File: src/sv/tpc_pkg.sv
`timescale 1ns / 1ps
// Shared types and constants for the threshold promote cache.
// Used by tpc_cell and threshold_promote_cache; depends on nothing.
package tpc_pkg;

    localparam int MAX_ENTRIES_DEF = 16;
    localparam int KEY_WIDTH_DEF   = 32;
    localparam int COUNT_WIDTH_DEF = 16;

    localparam int CAP_W      = 5;
    localparam int LIMIT_W    = 16;
    localparam int CFG_IDX_W  = 4;
    localparam int CFG_DATA_W = 16;

    localparam logic [CFG_IDX_W-1:0] REG_CAPACITY      = 4'd0;
    localparam logic [CFG_IDX_W-1:0] REG_PROMOTE_LIMIT = 4'd1;

    localparam logic [CAP_W-1:0]   CAPACITY_RST = 5'd16;
    localparam logic [LIMIT_W-1:0] LIMIT_RST    = 16'd4;

    typedef enum logic [1:0] {
        S_IDLE,
        S_CMP,
        S_UPD
    } t_state;

    // Per-cell update command.
    typedef struct packed {
        logic shift;   // take the neighbor's entry
        logic bump;    // overwrite own count in place
    } t_cell_ctl;

endpackage

File: src/sv/threshold_promote_cache.sv
`timescale 1ns / 1ps
// Threshold promote cache: an ordered list of up to capacity keys with hit
// counters, held in a row of tpc_cell slots with the front at slot 0. A lookup
// goes through accept, compare across all cells and update of the row in
// turn; its result is registered at the update, which waits while the result
// register is stalled, and no new key is accepted until that update is done. A
// miss inserts the key at the front with count 1; a hit on an entry whose count
// equals promote_limit moves it to the front. When the list exceeds capacity the
// back entry is dropped and reported in the same result.
module threshold_promote_cache #(
    parameter int MAX_ENTRIES = tpc_pkg::MAX_ENTRIES_DEF,
    parameter int KEY_WIDTH   = tpc_pkg::KEY_WIDTH_DEF,
    parameter int COUNT_WIDTH = tpc_pkg::COUNT_WIDTH_DEF,
    localparam int NW = $clog2(MAX_ENTRIES + 1)
) (
    input  logic                              i_clk,
    input  logic                              i_rst_n,
    input  logic                              i_in_valid,
    output logic                              o_in_stall,
    input  logic [KEY_WIDTH-1:0]              i_lookup_key,
    output logic                              o_out_valid,
    input  logic                              i_out_stall,
    output logic                              o_hit,
    output logic [COUNT_WIDTH-1:0]            o_count_after,
    output logic                              o_promoted,
    output logic                              o_evicted,
    output logic [KEY_WIDTH-1:0]              o_evicted_key,
    output logic [COUNT_WIDTH-1:0]            o_evicted_count,
    output logic [NW-1:0]                     o_occupancy,
    input  logic                              i_cfg_valid,
    output logic                              o_cfg_ready,
    input  logic [tpc_pkg::CFG_IDX_W-1:0]     i_cfg_index,
    input  logic [tpc_pkg::CFG_DATA_W-1:0]    i_cfg_data
);

    localparam int EW   = (tpc_pkg::CAP_W > NW + 1) ? tpc_pkg::CAP_W : NW + 1;
    localparam int CMPW = (COUNT_WIDTH > tpc_pkg::LIMIT_W) ? COUNT_WIDTH
                                                           : tpc_pkg::LIMIT_W;

    tpc_pkg::t_state r_state, n_state;

    logic [tpc_pkg::CAP_W-1:0]   r_capacity;
    logic [tpc_pkg::LIMIT_W-1:0] r_limit;
    logic [NW-1:0]               r_n;
    logic [KEY_WIDTH-1:0]        r_key;
    logic [MAX_ENTRIES-1:0]      r_match;
    logic [MAX_ENTRIES-1:0]      r_tail;
    logic                        r_hit;
    logic [COUNT_WIDTH-1:0]      r_hcount;

    logic                        r_out_valid;
    logic                        r_o_hit;
    logic [COUNT_WIDTH-1:0]      r_o_count;
    logic                        r_o_promoted;
    logic                        r_o_evicted;
    logic [KEY_WIDTH-1:0]        r_o_ev_key;
    logic [COUNT_WIDTH-1:0]      r_o_ev_count;
    logic [NW-1:0]               r_o_occ;

    logic in_take, cmp_en, upd_go;

    logic [MAX_ENTRIES-1:0]  w_match;
    logic [MAX_ENTRIES:0]    w_tail;
    logic [KEY_WIDTH-1:0]    w_key   [MAX_ENTRIES];
    logic [COUNT_WIDTH-1:0]  w_cnt   [MAX_ENTRIES];
    logic [KEY_WIDTH-1:0]    w_nkey  [MAX_ENTRIES];
    logic [COUNT_WIDTH-1:0]  w_ncnt  [MAX_ENTRIES];
    tpc_pkg::t_cell_ctl      w_ctl   [MAX_ENTRIES];

    logic [COUNT_WIDTH-1:0]  sel_count;
    logic                    promote;
    logic [COUNT_WIDTH-1:0]  count_after;
    logic [EW-1:0]           cap_eff;
    logic [EW-1:0]           new_n;
    logic [EW-1:0]           ev_idx;
    logic                    evict;
    logic [KEY_WIDTH-1:0]    ev_key;
    logic [COUNT_WIDTH-1:0]  ev_count;
    logic [NW-1:0]           n_n;

    // Configuration registers.
    assign o_cfg_ready = 1'b1;

    always_ff @(posedge i_clk) begin
        if (!i_rst_n) begin
            r_capacity <= tpc_pkg::CAPACITY_RST;
            r_limit    <= tpc_pkg::LIMIT_RST;
        end else if (i_cfg_valid) begin
            unique case (i_cfg_index)
                tpc_pkg::REG_CAPACITY:      r_capacity <= i_cfg_data[tpc_pkg::CAP_W-1:0];
                tpc_pkg::REG_PROMOTE_LIMIT: r_limit    <= i_cfg_data[tpc_pkg::LIMIT_W-1:0];
                default: ;
            endcase
        end
    end

    // Sequencer.
    always_comb begin
        n_state = r_state;
        unique case (r_state)
            tpc_pkg::S_IDLE: if (i_in_valid) n_state = tpc_pkg::S_CMP;
            tpc_pkg::S_CMP:  n_state = tpc_pkg::S_UPD;
            tpc_pkg::S_UPD:  if (!(r_out_valid && i_out_stall)) n_state = tpc_pkg::S_IDLE;
            default:         n_state = tpc_pkg::S_IDLE;
        endcase
    end

    always_comb begin
        o_in_stall = (r_state != tpc_pkg::S_IDLE);
        in_take    = (r_state == tpc_pkg::S_IDLE) && i_in_valid;
        cmp_en     = (r_state == tpc_pkg::S_CMP);
        upd_go     = (r_state == tpc_pkg::S_UPD) && !(r_out_valid && i_out_stall);
    end

    always_ff @(posedge i_clk) begin
        if (!i_rst_n) begin
            r_state <= tpc_pkg::S_IDLE;
        end else begin
            r_state <= n_state;
        end
    end

    always_ff @(posedge i_clk) begin
        if (in_take) begin
            r_key <= i_lookup_key;
        end
    end

    // Row of cells. Slot 0 takes the looked-up key from the front.
    assign w_tail[MAX_ENTRIES] = 1'b0;

    for (genvar gi = 0; gi < MAX_ENTRIES; gi++) begin : g_cell
        logic live, in_range;
        logic [KEY_WIDTH-1:0]   prev_key;
        logic [COUNT_WIDTH-1:0] prev_count;

        assign live     = {1'b0, r_n} > (NW + 1)'(gi);
        assign in_range = {1'b0, r_n} >= (NW + 1)'(gi);

        if (gi == 0) begin : g_front
            assign prev_key   = r_key;
            assign prev_count = count_after;
        end else begin : g_inner
            assign prev_key   = w_key[gi-1];
            assign prev_count = w_cnt[gi-1];
        end

        assign w_ctl[gi] = '{
            shift: upd_go && promote && (r_hit ? r_tail[gi] : in_range),
            bump:  upd_go && r_hit && !promote && r_match[gi]
        };

        tpc_cell #(
            .KEY_WIDTH   (KEY_WIDTH),
            .COUNT_WIDTH (COUNT_WIDTH)
        ) u_cell (
            .i_clk        (i_clk),
            .i_ctl        (w_ctl[gi]),
            .i_live       (live),
            .i_lookup_key (r_key),
            .i_prev_key   (prev_key),
            .i_prev_count (prev_count),
            .i_new_count  (count_after),
            .i_tail       (w_tail[gi+1]),
            .o_match      (w_match[gi]),
            .o_tail       (w_tail[gi]),
            .o_key        (w_key[gi]),
            .o_count      (w_cnt[gi]),
            .o_next_key   (w_nkey[gi]),
            .o_next_count (w_ncnt[gi])
        );
    end

    // Compare pass: capture which slot holds the key and its counter.
    always_comb begin
        sel_count = '0;
        for (int i = 0; i < MAX_ENTRIES; i++) begin
            sel_count = sel_count | (w_match[i] ? w_cnt[i] : '0);
        end
    end

    always_ff @(posedge i_clk) begin
        if (cmp_en) begin
            r_match  <= w_match;
            r_tail   <= w_tail[MAX_ENTRIES-1:0];
            r_hit    <= |w_match;
            r_hcount <= sel_count;
        end
    end

    // Update pass.
    always_comb begin
        if (r_capacity == '0) begin
            cap_eff = EW'(1);
        end else if (EW'(r_capacity) > EW'(MAX_ENTRIES)) begin
            cap_eff = EW'(MAX_ENTRIES);
        end else begin
            cap_eff = EW'(r_capacity);
        end

        promote     = !r_hit || (CMPW'(r_hcount) == CMPW'(r_limit));
        count_after = !r_hit ? COUNT_WIDTH'(1)
                    : ((&r_hcount) ? r_hcount : r_hcount + COUNT_WIDTH'(1));

        new_n  = EW'(r_n) + EW'(!r_hit);
        evict  = new_n > cap_eff;
        ev_idx = new_n - EW'(1);

        // The back entry after the update; on a full miss it is the one
        // pushed out of the last slot.
        ev_key   = '0;
        ev_count = '0;
        for (int i = 0; i < MAX_ENTRIES; i++) begin
            if (evict && (ev_idx == EW'(i))) begin
                ev_key   = ev_key | w_nkey[i];
                ev_count = ev_count | w_ncnt[i];
            end
        end
        if (evict && (ev_idx == EW'(MAX_ENTRIES))) begin
            ev_key   = ev_key | w_key[MAX_ENTRIES-1];
            ev_count = ev_count | w_cnt[MAX_ENTRIES-1];
        end

        n_n = evict ? NW'(ev_idx) : NW'(new_n);
    end

    always_ff @(posedge i_clk) begin
        if (!i_rst_n) begin
            r_n <= '0;
        end else if (upd_go) begin
            r_n <= n_n;
        end
    end

    // Result register.
    always_ff @(posedge i_clk) begin
        if (!i_rst_n) begin
            r_out_valid <= 1'b0;
        end else if (upd_go) begin
            r_out_valid <= 1'b1;
        end else if (!i_out_stall) begin
            r_out_valid <= 1'b0;
        end
    end

    always_ff @(posedge i_clk) begin
        if (upd_go) begin
            r_o_hit      <= r_hit;
            r_o_count    <= count_after;
            r_o_promoted <= promote;
            r_o_evicted  <= evict;
            r_o_ev_key   <= ev_key;
            r_o_ev_count <= ev_count;
            r_o_occ      <= n_n;
        end
    end

    assign o_out_valid     = r_out_valid;
    assign o_hit           = r_o_hit;
    assign o_count_after   = r_o_count;
    assign o_promoted      = r_o_promoted;
    assign o_evicted       = r_o_evicted;
    assign o_evicted_key   = r_o_ev_key;
    assign o_evicted_count = r_o_ev_count;
    assign o_occupancy     = r_o_occ;

    // Keys in the list are unique, so at most one cell can match.
    a_one_match: assert property (@(posedge i_clk) disable iff (!i_rst_n)
        (r_state == tpc_pkg::S_UPD) |-> $onehot0(r_match))
        else $error("more than one cell matched the lookup key");

    a_hit_flag: assert property (@(posedge i_clk) disable iff (!i_rst_n)
        (r_state == tpc_pkg::S_UPD) |-> (r_hit == (|r_match)))
        else $error("hit flag disagrees with the captured match vector");

    a_occ_bound: assert property (@(posedge i_clk) disable iff (!i_rst_n)
        {1'b0, r_n} <= (NW + 1)'(MAX_ENTRIES))
        else $error("entry count exceeds the number of cells");

    a_miss_insert: assert property (@(posedge i_clk) disable iff (!i_rst_n)
        (o_out_valid && !o_hit) |-> (o_promoted && (o_count_after == COUNT_WIDTH'(1))))
        else $error("miss transaction did not insert with count one");

endmodule

File: src/sv/tpc_cell.sv
`timescale 1ns / 1ps
// One slot of the cache list: key and hit counter, compare against the
// lookup key, and shift from the front-side neighbor. Depends on tpc_pkg.
module tpc_cell #(
    parameter int KEY_WIDTH   = tpc_pkg::KEY_WIDTH_DEF,
    parameter int COUNT_WIDTH = tpc_pkg::COUNT_WIDTH_DEF
) (
    input  logic                   i_clk,
    input  tpc_pkg::t_cell_ctl     i_ctl,
    input  logic                   i_live,
    input  logic [KEY_WIDTH-1:0]   i_lookup_key,
    input  logic [KEY_WIDTH-1:0]   i_prev_key,
    input  logic [COUNT_WIDTH-1:0] i_prev_count,
    input  logic [COUNT_WIDTH-1:0] i_new_count,
    input  logic                   i_tail,
    output logic                   o_match,
    output logic                   o_tail,
    output logic [KEY_WIDTH-1:0]   o_key,
    output logic [COUNT_WIDTH-1:0] o_count,
    output logic [KEY_WIDTH-1:0]   o_next_key,
    output logic [COUNT_WIDTH-1:0] o_next_count
);

    logic [KEY_WIDTH-1:0]   r_key;
    logic [COUNT_WIDTH-1:0] r_count;
    logic [KEY_WIDTH-1:0]   n_key;
    logic [COUNT_WIDTH-1:0] n_count;

    always_comb begin
        n_key   = r_key;
        n_count = r_count;
        if (i_ctl.shift) begin
            n_key   = i_prev_key;
            n_count = i_prev_count;
        end else if (i_ctl.bump) begin
            n_count = i_new_count;
        end
    end

    always_ff @(posedge i_clk) begin
        r_key   <= n_key;
        r_count <= n_count;
    end

    assign o_match      = i_live && (r_key == i_lookup_key);
    // True when this slot or any slot behind it holds the key.
    assign o_tail       = o_match | i_tail;
    assign o_key        = r_key;
    assign o_count      = r_count;
    assign o_next_key   = n_key;
    assign o_next_count = n_count;

endmodule

File: config.mk
export PLATFORM = sky130hd
export DESIGN_NAME = threshold_promote_cache
export DESIGN_NICKNAME = d
export VERILOG_FILES = /design/src/sv/tpc_pkg.sv /design/src/sv/threshold_promote_cache.sv /design/src/sv/tpc_cell.sv
export SDC_FILE = /design/constraint.sdc
export NUM_CORES = 2
export LEC_CHECK = 0
export ABC_CLOCK_PERIOD_IN_PS = 6730
export BUFFER_PORTS_ARGS = -buffer_cell sky130_fd_sc_hd__buf_2
export CELL_PAD_IN_SITES_DETAIL_PLACEMENT = 0
export CELL_PAD_IN_SITES_GLOBAL_PLACEMENT = 1
export CORE_UTILIZATION = 23
export DETAILED_ROUTE_END_ITERATION = 8
export HOLD_SLACK_MARGIN = 0.05
export PLACE_DENSITY_LB_ADDON = 0.1
export RECOVER_POWER = 50
export SYNTH_ARGS = -nofsm -noshare
export SYNTH_HDL_FRONTEND = slang
export SYNTH_SLANG_ARGS = --single-unit
File: constraint.sdc
create_clock -name i_clk -period 6.73 [get_ports i_clk]
set_clock_uncertainty 0.15 [all_clocks]
set_input_delay 0.3365 -clock i_clk [delete_from_list [all_inputs] [get_ports i_clk]]
set_output_delay 0.3365 -clock i_clk [all_outputs]
set_load 0.005 [all_outputs]
==> run_results.csv <==
group,metric,value,unit
routing,via_count,41250,
critical_path,r2r-start,"g_cell[0].prev_key[26]",
placed_design,dpl.hpwl,216400,um
synth,synth_compound_gate_area_share,12.36,%
synth,synth_xor_area_share,10.14,%
clocking,numCtsBuffers,120,
floorplan,die_w,453.9,um
run_status,violations,"capacitance limit, slew limit",
critical_path,worst-setup-path-type,"reg -> reg",
routing,ant_nets,0,
floorplan,pin_count,132,
synth,ys.flop_type,"dfxtp_1",
global_routing,grt_max_degree,55,
synth,syn_inst,4827,
placed_design,post_dp_cell_area,51330,sq um
critical_path,cp-start-kind,"register",
sta,maxSlewHeadroom,-150.7,%
sta,drv_slew,418,
critical_path,crit_path_end_kind,"register",
critical_path,cp_top_family,"simple AND/OR/NAND/NOR gates",
sta,tightest_slew,3.760,ns
clocking,clkSlewWorstSetupHoldPaths,0.06,ns
sta,tns,0,ns
synth,yosysMostFrequentCell,"dfxtp_1",
placed_design,place.port_buffers,130,
floorplan,core-area,202500,sq um
critical_path,crit_fanout,18,
pwr,vdd_drop_max,0.0002190,V
sta,rsz0062_at_grt,"no",
routing,routed_wl,302500,um
critical_path,arrival,6.74,ns
sta,final-setup-viol-count,0,
hold_path,hp-start,"i_lookup_key[27]",
synth,yosysWarnings,0,
routing,viasPerCell,5.312,
clocking,cts_buffer_depth,3,
placed_design,place_congestion,1.011,
synth,synth.top_cell.area_share,33.97,%
clocking,clockRootBuffer,"clkbuf_16",
critical_path,required,7.09,ns
synth,synth_common_cells,"797 x dfxtp_1, 687 x nand2_1, 452 x xor2_1",
critical_path,crit_top_cell,"nand4_1",
synth,ys_ff_latch,949,
clocking,clock_latency,0.80,ns
pwr,p_per_area,260.5,nW/um^2
clocking,cts_resized,0,
finish,syn2layout_area_growth,18.57,%
sta,period_share,94.86,%
synth,synthAdderAreaFrac,0.3197,%
clocking,cts_tree,"yes",
synth,yosys.area_share.simple,15.09,%
clocking,cts_hold_buffers,71,
synth,synth_nets,4896,
finish,design_area,55680,sq um
sta,finalHoldViolCount,0,
sta,max_freq,0.1566,GHz
finish,fin_nets,5052,
floorplan,die-height,453.9,um
synth,ys_types,89,
global_routing,track_usage,28.66,%
clocking,cts_sinks,949,
critical_path,reg2reg_depth,9,
global_routing,grt_pass1_wl,395200,um
finish,fin_util,27.50,%
routing,dr.pass1.iters,7,
synth,synth.area.top_cells,"dfxtp_1 34%, edfxtp_1 9.7%, mux2_2 9.3%",
synth,synth_edf_count,152,
pwr,p_leak,23.61,nW
critical_path,crit_start,"g_cell[0].prev_key[26]",
global_routing,grt_pass1_vias,40690,
critical_path,max_stage_delay,1.95,ns
critical_path,crit_chain,"xor2_1 -> nor4_1 -> nand4_1 -> nor4_2 -> clkbuf_1 -> a22o_1 -> a221oi_1 -> and3_1 -> nand4_1",
critical_path,path_depth,9,
synth,async_flop_share,0,%
clocking,cts_setup_buffers,0,
hold_path,worstHoldPathCells,2,
hold_path,hold_path_class,"in -> reg",
synth,synth_top_family_by_area,"simple AND/OR/NAND/NOR gates",
global_routing,antenna_found_initial,19,
synth,seq_area_frac_synth,43.69,%
synth,synthMuxAreaShare,14.27,%
floorplan,die-area,206000,sq um
critical_path,cp_slowest_cell,"clkbuf_1",
routing,routedWlPerCell,38.96,um
run,maxCapViolations,18,
synth,syn_area,46960,sq um
finish,drive_gt1_share,15.80,%
global_routing,grt_overflow,0,
routing,drtIter0Drc,4272,
routing,drc,0,
synth,yosysTopAreaCell,"dfxtp_1",
clocking,htree_num_levels,3,
floorplan,num_rows,165,
critical_path,path_buf_inv,1,
floorplan,initial_utilization,23.19,%
synth,syn_area_per_cell,9.729,sq um
run_status,status,"finished, violations left",
sta,min_period,6.384,ns
final cells by class:
class / count / area [sq um]
Multi-Input combinational cell: 3457 / 24740
Clock buffer: 204 / 3767
Timing Repair Buffer: 406 / 2905
Antenna cell: 6 / 15.01
Clock inverter: 22 / 205.2
Sequential cell: 949 / 20520
Fill cell: 21510 / 146800
Inverter: 49 / 188.9
Tap cell: 2672 / 3343
path summary, 6_finish.rpt:
path / to / slack [ns]
max: r_hcount[1] / 0.35
min: g_cell[0].prev_key[27] / 0.11
max reg2reg: r_hcount[1] / 0.35
min reg2reg: g_cell[6].u_cell.o_key[9] / 0.32
sequential cells by signal, summed over array words and instances, names as in the netlist:
signal	cells
o_evicted	1
r_n	5
o_promoted	1
r_tail	15
g_cell.u_cell.o_count	256
g_cell.prev_key	32
r_match	16
r_capacity	5
o_count_after	16
o_evicted_key	32
o_out_valid	1
r_limit	16
r_hit	1
o_occupancy	5
r_state	2
o_hit	1
g_cell.u_cell.o_key	512
r_hcount	16
o_evicted_count	16
cell families after synthesis:
kind of cell / after synthesis
AO/OA/AOI/OAI: 814
multiplexers: 619
adder cells (fa/ha/maj): 12
buffers and inverters: 421
AND/OR/NAND/NOR: 1469
XOR/XNOR: 542
flip-flops: 949
other: 1
report_power, final:
part | switching, mW | internal (mW) | total, mW
registers | 0.388 | 6.14 | 6.52
clock network | 2.80 | 3.88 | 6.69
logic | 0.858 | 0.436 | 1.29
total | 4.05 | 10.5 | 14.5
layer usage:
layer / share of wire, % / GRT usage (%) / up-vias
met4: 7.2 / 16.73 / 8
met1: 41 / 35.78 / 21040
met2: 46 / 47.03 / 1822
met3: 5.7 / 3.875 / 611
met5: 0.021 / 0 / -
li1: - / - / 17770
through the flow:
stage               hold WS (ns)  std cells  worst slack, ns  power [mW]
floorplan                 0.2706       4827            2.088       7.176
global placement          0.3305       7461            1.184       7.908
detailed placement        0.3297       7462            1.167       7.884
CTS                      0.05007       7759            1.163       14.60
global route             0.09578       7760           0.4984       14.91
finish                    0.1089       7765           0.3459       14.50
cell usage in the layout, fill, tap and decap left out, types with 21 or more instances in the layout:
cell type,instances
a21oi_1,172
a221oi_1,72
a222oi_1,24
a22o_1,69
a22oi_1,221
and4_1,32
buf_2,70
buf_4,167
clkbuf_1,131
clkbuf_16,127
clkbuf_8,30
dfxtp_1,797
dlygate4sd3_1,71
edfxtp_1,152
inv_1,46
mux2_1,97
mux2_2,293
mux2i_1,227
nand2_1,687
nand2b_1,38
nand3_1,93
nand4_1,109
nor2_1,190
nor2b_1,37
nor3_1,21
nor4_1,113
o21ai_0,109
or3_1,23
xnor2_1,88
xor2_1,452
(Power assumes the default switching activity.)
